`config.mk`:
```
export PLATFORM = sky130hd
export DESIGN_NAME = fp32_narrowing_converter_core
export DESIGN_NICKNAME = d
export VERILOG_FILES = /design/src/sv/fnc_pkg.sv /design/src/sv/fnc_convert.sv /design/src/sv/fp32_narrowing_converter_core.sv
export VERILOG_INCLUDE_DIRS = /design/src /design/src/sv
export SDC_FILE = /design/constraint.sdc
export NUM_CORES = 1
export LEC_CHECK = 0
export ABC_AREA = 1
export BUFFER_PORTS_ARGS = -buffer_cell sky130_fd_sc_hd__buf_2
export CORE_ASPECT_RATIO = 1.2
export CORE_MARGIN = 3
export CORE_UTILIZATION = 38
export DETAILED_ROUTE_END_ITERATION = 6
export HOLD_SLACK_MARGIN = 0.05
export PLACE_DENSITY_LB_ADDON = 0.05
export SLEW_MARGIN = 0
export SYNTH_ARGS = -nofsm -noshare
export SYNTH_HDL_FRONTEND = slang
export SYNTH_SLANG_ARGS = --single-unit
```
`constraint.sdc`:
```
create_clock -name clk -period 10.15 [get_ports clk]
set_clock_uncertainty 0.05 [all_clocks]
set_input_delay 2.03 -clock clk [delete_from_list [all_inputs] [get_ports clk]]
set_output_delay 2.03 -clock clk [all_outputs]
set_load 0.03 [all_outputs]
```
`src/sv/fp32_narrowing_converter_core_defines.svh`:
```
// Assertion macros for the narrowing converter
`ifndef FP32_NARROWING_CONVERTER_CORE_DEFINES_SVH
`define FP32_NARROWING_CONVERTER_CORE_DEFINES_SVH
// Check a property on every rising clock edge outside reset
`define FNC_ASSERT(label, prop, msg) \
    label: assert property (@(posedge clk) disable iff (!rst_n) (prop)) else $error(msg);
// Check that one condition implies another in the next cycle
`define FNC_ASSERT_NEXT(label, cond, prop, msg) \
    label: assert property (@(posedge clk) disable iff (!rst_n) (cond) |=> (prop)) \
        else $error(msg);
`endif

```
`src/sv/fnc_pkg.sv`:
```
// Package: format codes and shared constants of the narrowing converter
package fnc_pkg;
    typedef enum logic [1:0] {
        FMT_HALF = 2'd0,
        FMT_BF16 = 2'd1,
        FMT_E4M3 = 2'd2,
        FMT_E5M2 = 2'd3
    } fmt_t;
    localparam logic [15:0] HALF_INF = 16'h7c00;
    localparam logic [15:0] BF16_QUIET = 16'h0040;
    localparam logic [7:0] E4M3_NAN = 8'h7f;
    localparam logic [7:0] E5M2_NAN = 8'h7e;
    localparam logic [7:0] E4M3_MAX = 8'h7e;
    localparam logic [7:0] E5M2_MAX = 8'h7b;
endpackage

```
`src/sv/fnc_convert.sv`:
```
// Combinational conversion of one binary32 pattern to the selected narrow format
module fnc_convert import fnc_pkg::*; (
    input  logic [31:0] single_bits,
    input  fmt_t        fmt,
    output logic [15:0] narrow_bits
);
    // round a 24-bit significand right by shift, nearest even
    function automatic logic [23:0] rshift(input logic [23:0] sig, input logic [5:0] sh);
        logic [47:0] wide;
        logic [23:0] kept;
        logic        g;
        logic        st;
        begin
            if (sh == 6'd0) begin
                rshift = sig;
            end else if (sh >= 6'd26) begin
                rshift = 24'd0;
            end else begin
                wide = {sig, 24'd0} >> sh;
                kept = wide[47:24];
                g = wide[23];
                st = |wide[22:0];
                rshift = kept + {23'd0, g & (st | kept[0])};
            end
        end
    endfunction

    logic        sgn;
    logic [7:0]  ebits;
    logic [22:0] mant;
    logic [23:0] sig;
    logic [15:0] half_r;
    logic [15:0] bf_r;
    logic [7:0]  e4_r;
    logic [7:0]  e5_r;
    logic [9:0]  hpay;
    logic [15:0] hcode;
    logic [23:0] hsub;
    logic [31:0] bfsum;
    logic [8:0]  e4n;
    logic [8:0]  e5n;
    logic [8:0]  e4sh;
    logic [8:0]  e5sh;
    logic [23:0] e4c;
    logic [23:0] e5c;

    assign sgn = single_bits[31];
    assign ebits = single_bits[30:23];
    assign mant = single_bits[22:0];
    assign sig = {(ebits != 8'd0), mant};

    // half precision
    always_comb begin
        hpay = (mant[22:13] == 10'd0) ? 10'd1 : mant[22:13];
        hcode = {1'b0, 5'(ebits - 8'd112), mant[22:13]};
        hcode = hcode + {15'd0, mant[12] & ((|mant[11:0]) | hcode[0])};
        hsub = rshift({1'b1, mant}, 6'(8'd126 - ebits));
        if (ebits == 8'hff) begin
            half_r = {sgn, 15'd0} | HALF_INF | ((mant == 23'd0) ? 16'd0 : {6'd0, hpay});
        end else if (ebits >= 8'd143) begin
            half_r = {sgn, 15'd0} | HALF_INF;
        end else if (ebits <= 8'd112) begin
            if (ebits < 8'd102) half_r = {sgn, 15'd0};
            else half_r = {sgn, 15'd0} | hsub[15:0];
        end else if (hcode >= HALF_INF) begin
            half_r = {sgn, 15'd0} | HALF_INF;
        end else begin
            half_r = {sgn, 15'd0} | hcode;
        end
    end

    // bfloat16
    always_comb begin
        bfsum = single_bits + 32'h7fff + {31'd0, single_bits[16]};
        if (ebits == 8'hff && mant != 23'd0) bf_r = single_bits[31:16] | BF16_QUIET;
        else bf_r = bfsum[31:16];
    end

    // fp8: normal range rounds the mantissa tail; below it, shift by 20 or 21 plus (1 - te),
    // clamped so that very small values flush to zero
    always_comb begin
        e4n = {1'b0, ebits} - 9'd120;
        e5n = {1'b0, ebits} - 9'd112;
        e4sh = 9'd141 - {1'b0, (ebits == 8'd0) ? 8'd1 : ebits};
        e5sh = 9'd134 - {1'b0, (ebits == 8'd0) ? 8'd1 : ebits};
        if (ebits > 8'd120)
            e4c = ({15'd0, e4n} << 3) + rshift({1'b0, mant}, 6'd20);
        else
            e4c = rshift(sig, (e4sh >= 9'd26) ? 6'd26 : e4sh[5:0]);
        if (ebits > 8'd112)
            e5c = ({15'd0, e5n} << 2) + rshift({1'b0, mant}, 6'd21);
        else
            e5c = rshift(sig, (e5sh >= 9'd26) ? 6'd26 : e5sh[5:0]);
        if (ebits == 8'hff) begin
            e4_r = (mant != 23'd0) ? E4M3_NAN : ({sgn, 7'd0} | E4M3_MAX);
            e5_r = (mant != 23'd0) ? E5M2_NAN : ({sgn, 7'd0} | E5M2_MAX);
        end else begin
            e4_r = {sgn, 7'd0} | ((e4c > 24'(E4M3_MAX)) ? E4M3_MAX : e4c[7:0]);
            e5_r = {sgn, 7'd0} | ((e5c > 24'(E5M2_MAX)) ? E5M2_MAX : e5c[7:0]);
        end
    end

    // select format
    always_comb begin
        case (fmt)
            FMT_HALF: narrow_bits = half_r;
            FMT_BF16: narrow_bits = bf_r;
            FMT_E4M3: narrow_bits = {8'd0, e4_r};
            FMT_E5M2: narrow_bits = {8'd0, e5_r};
            default:  narrow_bits = half_r;
        endcase
    end
endmodule

```
`src/sv/fp32_narrowing_converter_core.sv`:
```
// Top level: registered single-pass binary32 narrowing converter
// Each beat passes the input register, then the result register; conversion is one pass
// of logic between them. Throughput: one beat per cycle while the output is not stalled.
// A held result stalls the input only when the result register stays full and stalled.
// Reset clears valid flags and selects half precision.
module fp32_narrowing_converter_core import fnc_pkg::*; (
    input  logic        clk,
    input  logic        rst_n,
    input  logic        cfg_we,
    input  logic [1:0]  cfg_wdata,
    input  logic        in_valid,
    output logic        in_stall,
    input  logic [31:0] single_bits,
    output logic        out_valid,
    input  logic        out_stall,
    output logic [15:0] narrow_bits
);
`include "fp32_narrowing_converter_core_defines.svh"
    fmt_t        fmt_reg;
    logic        s1_valid_reg;
    logic [31:0] s1_bits_reg;
    logic        s2_valid_reg;
    logic [15:0] s2_bits_reg;
    logic [15:0] conv;
    logic        s2_free;
    logic        s1_free;

    assign s2_free = !s2_valid_reg || !out_stall;
    assign s1_free = !s1_valid_reg || s2_free;
    assign in_stall = !s1_free;
    assign out_valid = s2_valid_reg;
    assign narrow_bits = s2_bits_reg;

    // hold format register
    always_ff @(posedge clk or negedge rst_n)
    begin
        if (!rst_n) fmt_reg <= FMT_HALF;
        else if (cfg_we) fmt_reg <= fmt_t'(cfg_wdata);
    end

    fnc_convert u_conv (.single_bits(s1_bits_reg), .fmt(fmt_reg), .narrow_bits(conv));

    // advance pipeline valids
    always_ff @(posedge clk or negedge rst_n)
    begin
        if (!rst_n)
        begin
            s1_valid_reg <= 1'b0;
            s2_valid_reg <= 1'b0;
        end
        else
        begin
            if (s1_free) s1_valid_reg <= in_valid;
            if (s2_free) s2_valid_reg <= s1_valid_reg;
        end
    end

    // load payloads
    always_ff @(posedge clk)
    begin
        if (s1_free && in_valid) s1_bits_reg <= single_bits;
        if (s2_free && s1_valid_reg) s2_bits_reg <= conv;
    end

    `FNC_ASSERT_NEXT(a_hold, out_valid && out_stall, out_valid && $stable(narrow_bits),
        "stalled result changed")
    `FNC_ASSERT(a_stall, in_stall |-> (s1_valid_reg && s2_valid_reg), "stall without full pipe")
    `FNC_ASSERT_NEXT(a_adv, s1_valid_reg && !in_stall, out_valid, "item lost in pipeline")
endmodule
```
# After elaboration in Yosys (flattened, before gate mapping)
# Cells that the tools add are included.
# classes
add_sub_neg	16
order_cmp	13
n_eq_ne	4
shifts	3
n_mux	28
bitwise	17
reduce_logical	24
# op_table
operator	count
two-way mux 24 bit	8
two-way mux 16 bit	8
>> shifter 48 x 6 -> 48 bit	2
OR reduction 23 bit	3
case mux 16 bit (4 select lines)	1
two-way mux 8 bit	7
adder 24 x 1 -> 24 bit	2
> comparator 24 x 7 -> 1 bit, second input constant	2
bitwise OR 16 bit	3
>> shifter 48 x 6 -> 40 bit	1
adder 32 x 1 -> 32 bit	1
adder 32 x 15 -> 32 bit, second input constant	1
adder 11 x 24 -> 24 bit	1
adder 12 x 24 -> 24 bit	1
logical NOT 23 bit	1
nonzero test 23 bit	1
two-way mux 10 bit	2
OR reduction 20 bit	1
OR reduction 19 bit	1
greater-or-equal comparator 6 x 5 -> 1 bit, second input constant	3
greater-or-equal comparator 9 x 5 -> 1 bit, second input constant	2
logical NOT 6 bit	3
subtractor 8 x 7 -> 9 bit, second input constant	2
subtractor 8 x 8 -> 9 bit, first input constant	2
other kinds (26)	46
# word_totals
register_bits	52
inputBits	39
out_inout_bits	18
elab_cells	110

# Logic depth before layout (Yosys ltp)
# Gate-level depths: netlist of the first run.
# depth
ltp_word	18
depth_mapped	46
ltp_nobuf	43

# Modules after synthesis
# Synthesis of the first run repeated with hierarchy kept, for this count alone.
# hier_totals
cells_unflattened	2108
area_unflattened_um2	11838.9
# by_module_without_submodules
mod	n_inst	cells_per_inst	area_per_inst_um2	seq_area_each_um2
fnc_convert	1	2040	10227.3	0.0
fp32_narrowing_converter_core	1	68	1611.5	1541.5

# Least setup slack after synthesis of the first run
# Ideal clock, no wire load.
# synth_timing
path_kind	reg-to-reg
from	register s1_bits_reg[23]
to	register s2_bits_reg[5], in the netlist narrow_bits[5], data pin
setup_time_ps	266
t_arrival_ps	4924
required_ps	9834
setup_slack_ps	4910
stages_incl_launch_ff	44
n_path_buf	4
synth_period_minus_slack_ps	5240
path_cell_list	edfxtp_1 buf_2 clkbuf_1 inv_1 ha_1 inv_1 nor2_2 nand3_4 inv_2 nor2_1 inv_1 ha_1 inv_1 a21boi_0 nor2_1 nand2_1 nand3_4 nor2_4 (+8 left out) nand2_2 inv_2 ha_1 nand2_1 nor2_2 nand2_1 clkinv_1 nand3b_1 nand2_1 nand2_1 nor2_1 nand2_1 nor2_1 nand2_1 nand2_2 nand2_2 o21ai_1 nand4_1
# synth_between
elab_chain_cells	18
elab_cells_between_ends	69
classes_between	add/sub: 12; order compare: 13; eq/ne: 1; shift: 3; mux: 22; bitwise: 9; reduce/logical: 9
# synth_lines
item	line_no	source
from (decl)	fp32_narrowing_converter_core.sv:21	logic [31:0] s1_bits_reg;
from (signal assigned)	fp32_narrowing_converter_core.sv:61	if (s1_free && in_valid) s1_bits_reg <= single_bits;
logical NOT 8 bit	fnc_convert.sv:84, fnc_convert.sv:85	
two-way mux 8 bit	fnc_convert.sv:84, fnc_convert.sv:85	
subtractor 8 x 8 -> 9 bit, on equally long branches	fnc_convert.sv:85, fnc_convert.sv:84	
greater-or-equal comparator 9 x 5 -> 1 bit, on equally long branches	fnc_convert.sv:93, fnc_convert.sv:89	
two-way mux 6 bit, on equally long branches	fnc_convert.sv:93, fnc_convert.sv:89	
>> shifter 48 x 6 -> 48 bit	fnc_convert.sv:19	wide = {sig, 24'd0} >> sh;
OR reduction 23 bit	fnc_convert.sv:22	st = |wide[22:0];
bitwise OR 1 bit	fnc_convert.sv:23	rshift = kept + {23'd0, g & (st | kept[0])};
(+3 left out)	n/a	
two-way mux 24 bit	fnc_convert.sv:14	if (sh == 6'd0) begin
two-way mux 24 bit, on equally long branches	fnc_convert.sv:90, fnc_convert.sv:86	
> comparator 24 x 7 -> 1 bit, on equally long branches	fnc_convert.sv:99, fnc_convert.sv:98	
two-way mux 8 bit, on equally long branches	fnc_convert.sv:99, fnc_convert.sv:98	
bitwise OR 8 bit, on equally long branches	fnc_convert.sv:99, fnc_convert.sv:98	
two-way mux 8 bit	fnc_convert.sv:94	if (ebits == 8'hff) begin
case mux 16 bit (4 select lines) *	fnc_convert.sv:105	case (fmt)
named net conv[5]	fp32_narrowing_converter_core.sv:24	logic [15:0] conv;
to (signal assigned)	fp32_narrowing_converter_core.sv:62	if (s2_free && s1_valid_reg) s2_bits_reg <= conv;
to (decl)	fp32_narrowing_converter_core.sv:23	logic [15:0] s2_bits_reg;
# The timed path passes the listed nets; every way through them passes the cells marked *.
# A chain may end at the register's enable or synchronous reset.

# Worst setup path in the final report of the first run
# layout_timing
from	register s1_bits_reg[23]
to	register s2_bits_reg[3], in the netlist narrow_bits[3], data pin
# The elaborated chain is that of the path after synthesis.

==> results of run 1 <==
through the flow:
step	instance area, µm²	hold slack [ns]	instances
floorplan	11300	0.383	2072
global placement	11700	0.407	2428
detailed placement	11700	0.407	2428
CTS	11800	0.425	2436
global route	11800	0.451	2436
finish	11800	0.424	2436
final timing paths:
kind / startpoint / end / slack (ns)
worst max-delay path: s1_bits_reg[23]$_DFFE_PP_ / narrow_bits[3]$_DFFE_PP_ / 3.11
worst min-delay path: s1_valid_reg$_DFFE_PN0N_ / out_valid$_DFFE_PN0P_ / 0.42
worst max register to register: s1_bits_reg[23]$_DFFE_PP_ / narrow_bits[3]$_DFFE_PP_ / 3.11
worst min register to register: s1_valid_reg$_DFFE_PN0N_ / out_valid$_DFFE_PN0P_ / 0.42
max in group asynchronous: rst_n / fmt_reg[0]$_DFFE_PN0P_ / 8.47
min in group asynchronous: rst_n / out_valid$_DFFE_PN0P_ / 1.46
critical path, delay by kind of cell, from the launching register on:
kind                     cells  cell delay [ns]
flip-flops                   1             0.32
AND/OR/NAND/NOR             20             3.13
buffers and inverters        9             2.04
XOR/XNOR                     1             0.31
AO/OA/AOI/OAI                1             0.24
adder cells (fa/ha/maj)      2             0.66
layout make-up:
class                   instances  area (µm²)  share of cell area, %
multi-input cells            1733        8550                   72.2
flip-flops and latches         52        1540                   13.0
inverters                     189         721                   6.08
well taps                     385         482                   4.07
repair buffers                 69         378                   3.19
clock buffers                   5         125                   1.06
clock inverters                 3        46.3                  0.391
kinds of logic (layout without fill, tap and decap cells):
logic type / Yosys count / after routing / share of synthesized area [%]
compound gates: 257 / 257 / 12.8
flops: 52 / 52 / 13.6
xor+xnor: 32 / 32 / 2.47
mux: 7 / 7 / 0.618
buf+inv: 287 / 266 / 11.0
fa+ha+maj: 24 / 24 / 2.65
simple gates: 1413 / 1413 / 56.9
synthesized netlist by cell type, types with 3 or more instances:
cell type,n
nand4_1,84
and2_1,4
mux2i_1,7
nor3_1,21
a21oi_1,40
edfxtp_1,48
nor2_2,21
ha_1,24
o31ai_1,3
nor4_1,6
nor2_1,193
buf_4,11
nor3_2,4
nand2_2,24
a31oi_1,16
nand2_1,676
o211ai_1,9
o21ai_1,10
nand3_1,329
nand3_4,5
or2_2,7
o21bai_1,3
inv_1,166
o21ai_0,142
o22ai_1,10
xor2_1,26
clkinv_1,5
nand3_2,7
inv_2,14
nor2_4,14
xnor2_1,6
buf_2,34
dfrtp_1,4
nand3b_1,8
buf_6,8
a32o_1,3
clkbuf_1,42
a211oi_1,3
report_power, final:
part	internal, mW	switching (mW)	total [mW]
logic	0.165	0.426	0.591
clock network	0.117	0.0871	0.205
registers	0.261	0.0357	0.297
routing by layer:
layer  part of all wire, %  vias up  global-route usage, %
met3                   6.3      128                   2.95
met4                   5.1        2                   14.1
met1                    42     6519                   40.0
met5                 0.025        -                      0
li1                      -     6906                      -
met2                    46      595                   48.1
==> summary.md, run 1 <==
| Metric | Value |
|---|---|
| Status | finished, final reports clean |
| Worst-margin pin slew | 1.15 ns |
| Cell variety after synth | 62 |
| Syn Area/Cell | roughly 5.5 µm² |
| Final setup TNS | 0 ns |
| CTS sink count | 52 |
| Worst skew pair latency | 0.32 ns |
| Cells on worst reg2reg path | 33 |
| Die Width | 164 µm |
| Wire length per cell | approximately 20 µm |
| Postcts setup bufs | 0 |
| Worst Hold Depth | 2 |
| Hold Fails Final Rpt | 0 |
| Critical Path Source Type | flip-flop |
| Boundary Pins | between 50 and 60 |
| Largest net degree at the start of global routing | 59 |
| Most frequent cells in the layout | nand2_1 (676), nand3_1 (329), nor2_1 (193) |
| GPL Wtd Cong | 0.979 |
| Predominant post-synthesis flop cell | edfxtp_1 |
| Share of cells above drive strength 1 | 9.12% |
| Total power | 1.09 mW |
| Fin crit share | around 70% |
| Final HPWL DP | about 38000 µm |
| Post-synthesis cell count | 2072 |
| Critical Path RT | 10.16 ns |
| RSZ-0062 raised after global routing | false |
| Setup-failing EPs final | 0 |
| Largest cells by area after synthesis | nand2_1 (22%), nand3_1 (15%), edfxtp_1 (13%) |
| Final WS setup | 3.11 ns |
| Synthesized cell area | 11300 µm² |
| Row count | 68 |
| Post-synthesis sequential area ratio | 13.6% |
| P_leak | 5.35 nW |
| CTS tree | yes |
| CTS root buf | clkbuf_16 |
| Power Density | 92.2 nW/µm² |
| Pre-antenna DRT Iters | 6 |
| Worst Hold Class | reg2reg |
| Final Net Count | 2113 |
| Worst-path maximum fanout | 58 |
| Worst-case clock buffer depth | 2 |
| Global route overflow | 0 |
| Vias/cell | a little under 6 |
| MaxCap Viol Count | 0 |
| Ys async rst share | a little under 8% |
| I/O Buffers | 56 |
| Initial antenna violation count | 1 |
| # diodes | 0 |
| Hold buffers post-CTS | 0 |
| Synth area leader | nand2_1 |
| Post-CTS sizing | 0 |
| Number of global-route vias before repair | approximately 13000 |
| Synth Register Bits | 52 |
| Number of DRC markers in iteration 0 | 1503 |
| CP Data Arrival Time | 7.05 ns |
| Antenna-violating nets left | 0 |
| Crit-path max cell delay | between 0.7 and 0.8 ns |
| Area Overhead vs Synth | 4.48% |
| Post-Place Setup Slack | ~3.2 ns |
| Shortest period the worst path allows | 7.04 ns |
| DRT Wirelength | ~49000 µm |
| Die Span Y | approximately 200 µm |
| Worst ir drop on vdd | between 50 and 60 µV |
| Fillers | ~3400 |
| Htree depth | 2 |
| Critical path's slowest cell | inv_1 |
| Most used cell, CP | nand2_1 |
| Max reg flops | 32 |
| CTS buffer count | 5 |
| Rel. slew slack | between 20 and 25% |
| Syn nets | around 2100 |
| Clock transition at path regs | roughly 0.07 ns |
| Slew Limit Fails | 0 |
| Share of the synthesized area in the top cell type | roughly 22% |
| Most common cell after layout, fill and taps aside | nand2_1 |
| Core footprint | 29100 µm² |
| Fmax | 0.142 GHz |
| Total track usage | 29.9% |
| Final core occ | 40.7% |
| Die area | about 32000 µm² |
| Critical Path End Type | flip-flop |
| Drc violations | 0 |
| First-pass GRT wire length | about 75000 µm |
| DR vias | ~14000 |
| EDFF count, synth | 48 |
| Initial Util | 39.0% |
| Setup CP Type | reg2reg |
| Ys Warns | 0 |
Power figures use the tool's default switching activity.
==> run 2, diff against run 1 <==
==> constraint.sdc (replaced) <==
create_clock -name clk -period 6.1 [get_ports clk]
set_clock_uncertainty 0.05 [all_clocks]
set_input_delay 1.22 -clock clk [delete_from_list [all_inputs] [get_ports clk]]
set_output_delay 1.22 -clock clk [all_outputs]
set_load 0.03 [all_outputs]
==> summary.md, run 2 (same netlist as run 1, synthesis figures left out) <==
| Metric | Value |
|---|---|
| Pre-antenna DRT Iters | 5 (was 6) |
| Hold buffers post-CTS | 0 (unchanged) |
| Power Density | 153 nW/µm² (was 92.2 nW/µm²) |
| Clock transition at path regs | 0.07 ns (about the same) |
| Fillers | 3404 (was 3418) |
| Total track usage | 30.8% (was 29.9%) |
| Initial Util | 39.0% (unchanged) |
| Worst path bufs/invs | 6 (was 9) |
| Hold Fails Final Rpt | 0 (unchanged) |
| Largest net degree at the start of global routing | 58 (was 59) |
| CTS buffer count | 5 (unchanged) |
| Worst-case clock buffer depth | 2 (unchanged) |
| Max reg flops | 32 (unchanged) |
| Flip-flop and latch area | 1540 µm² (unchanged) |
| Die area | 31900 µm² (unchanged) |
| Worst Hold Class | reg2reg (unchanged) |
| Critical Path End Type | flip-flop (unchanged) |
| Post-Layout Inst Area | 12300 µm² (was 11800 µm²) |
| Fmax | 0.176 GHz (was 0.142 GHz) |
| Core footprint | 29100 µm² (unchanged) |
| Setup-failing EPs final | 0 (unchanged) |
| Final HPWL DP | 40200 µm (was 38500 µm) |
| Share of cells above drive strength 1 | 11.4% (was 9.12%) |
| Total power | 1.89 mW (was 1.09 mW) |
| Shortest period the worst path allows | 5.69 ns (was 7.04 ns) |
| Most used cell, CP | nand2_1 (unchanged) |
| Die Span Y | 195 µm (unchanged) |
| Critical Path RT | 6.10 ns (was 10.16 ns) |
| First-pass GRT wire length | 76800 µm (was 75000 µm) |
| Drc violations | 0 (unchanged) |
| Area Overhead vs Synth | 8.75% (was 4.48%) |
| Critical Path Source Type | flip-flop (unchanged) |
| Worst skew pair latency | 0.33 ns (was 0.32 ns) |
| Initial antenna violation count | 0 (was 1) |
| Row count | 68 (unchanged) |
| Status | finished, final reports clean (unchanged) |
| Most common cell after layout, fill and taps aside | nand2_1 (unchanged) |
| DR vias | 14400 (was 14200) |
| Wire length per cell | 20.8 µm (was 20.0 µm) |
| DRT Wirelength | 51600 µm (was 48700 µm) |
| Die Width | 164 µm (unchanged) |
| Slew Limit Fails | 0 (unchanged) |
| Most frequent cells in the layout | nand2_1 (675), nand3_1 (329), nor2_1 (192) (was nand2_1 (676), nand3_1 (329), nor2_1 (193)) |
| Worst-path maximum fanout | 13 (was 58) |
| Number of global-route vias before repair | 13100 (was 12800) |
| Worst ir drop on vdd | 160 µV (was 57.4 µV) |
| Number of DRC markers in iteration 0 | 1472 (was 1503) |
| Global route overflow | 0 (unchanged) |
| Setup CP Type | reg2reg (unchanged) |
| Placed instance area | 11900 µm² (was 11700 µm²) |
| I/O Buffers | 56 (unchanged) |
| Critical path's slowest cell | edfxtp_1 (was inv_1) |
| Worst-margin pin slew | 1.11 ns (was 1.15 ns) |
| Crit-path max cell delay | 0.40 ns (was 0.76 ns) |
| GPL Wtd Cong | 0.978 (was 0.979) |
| CP top delay family | simple AND/OR/NAND/NOR gates (unchanged) |
| Boundary Pins | 57 (unchanged) |
| Area of the multi-input gates | 8660 µm² (was 8550 µm²) |
| Final Net Count | 2159 (was 2113) |
| CTS sink count | 52 (unchanged) |
| Antenna-violating nets left | 0 (unchanged) |
| P_leak | 5.59 nW (was 5.35 nW) |
| MaxCap Viol Count | 0 (unchanged) |
| Fin crit share | 93.3% (was 69.4%) |
| Vias/cell | 5.78 (was 5.81) |
| CTS tree | yes (unchanged) |
| Rel. slew slack | 25.9% (was 22.8%) |
| Htree depth | 2 (unchanged) |
| CTS root buf | clkbuf_16 (unchanged) |
| CP Data Arrival Time | 5.69 ns (was 7.05 ns) |
[run 2: changes by cell type in the layout (fill, tap and decap cells not counted), moves of 2 or more]
cell / change
buf_4: +35
nor2_4: +5
buf_12: +2
buf_6: +2
clkinvlp_4: +2
inv_2: -2
inv_6: +2
nand3_4: +2
nor2_2: -2
[run 2: power breakdown]
group	internal (mW)	leakage [nW]	total [mW]	switching, mW
Combinational	0.303	4.99	1.06	0.758
Sequential	0.434	0.511	0.479	0.0446
Clock	0.196	0.0804	0.347	0.152
[run 2: through the flow]
stage	util, %	TNS [ns]	setup slack (ns)	instances	hold WS [ns]
floorplan	-	0	0.860	2072	0.383
global placement	40.8	0	0.206	2456	0.406
detailed placement	40.8	0	0.105	2456	0.405
CTS	41.4	0	0.0491	2464	0.423
global route	42.4	-0.0318	-0.0153	2482	0.459
finish	42.4	0	0.411	2483	0.416
[run 2: path summary, 6_finish.rpt]
path                                                 from                        to  slack, ns  cells past startpoint
min in group asynchronous                           rst_n     out_valid$_DFFE_PN0P_       0.65                      1
worst max-delay path            s1_bits_reg[28]$_DFFE_PP_  narrow_bits[1]$_DFFE_PP_       0.41                     35
worst min-delay path             s1_valid_reg$_DFFE_PN0N_     out_valid$_DFFE_PN0P_       0.42                      2
max in group asynchronous                           rst_n    fmt_reg[1]$_DFFE_PN0P_       5.23                      1
worst max register to register  s1_bits_reg[28]$_DFFE_PP_  narrow_bits[1]$_DFFE_PP_       0.41                     35
worst min register to register   s1_valid_reg$_DFFE_PN0N_     out_valid$_DFFE_PN0P_       0.42                      2
[run 2: what timing repair did]
item / in CTS / in global routing
buffers inserted: 0 / 12
resized for setup: 0 / 27
setup endpoints to repair: 0 / 8
[run 2: layout make-up]
| class | instances | share of cell area [%] |
|---|---|---|
| diodes | 1 | 0.0203 |
| clock buffers | 5 | 1.01 |
| inverters | 189 | 6.03 |
| multi-input cells | 1738 | 70.3 |
| repair inverters | 1 | 0.0710 |
| repair buffers | 109 | 5.83 |
| well taps | 385 | 3.91 |
| clock inverters | 3 | 0.376 |
| flip-flops and latches | 52 | 12.5 |
[run 2: per-layer routing]
metal | vias up | track usage, % | wire [µm]
met3 | 111 | 2.86 | 2860
li1 | 7001 | - | -
met4 | 0 | 11.4 | 2120
met5 | - | 0 | 0
met2 | 575 | 52.9 | 24900
met1 | 6668 | 40.0 | 21700
[run 2: worst register-to-register path: cells and delay by family, from the launching register on]
family                   cells  cell delay (ns)
AND/OR/NAND/NOR             25             3.30
adder cells (fa/ha/maj)      2             0.55
flip-flops                   1             0.40
AO/OA/AOI/OAI                2             0.45
buffers and inverters        6             0.68
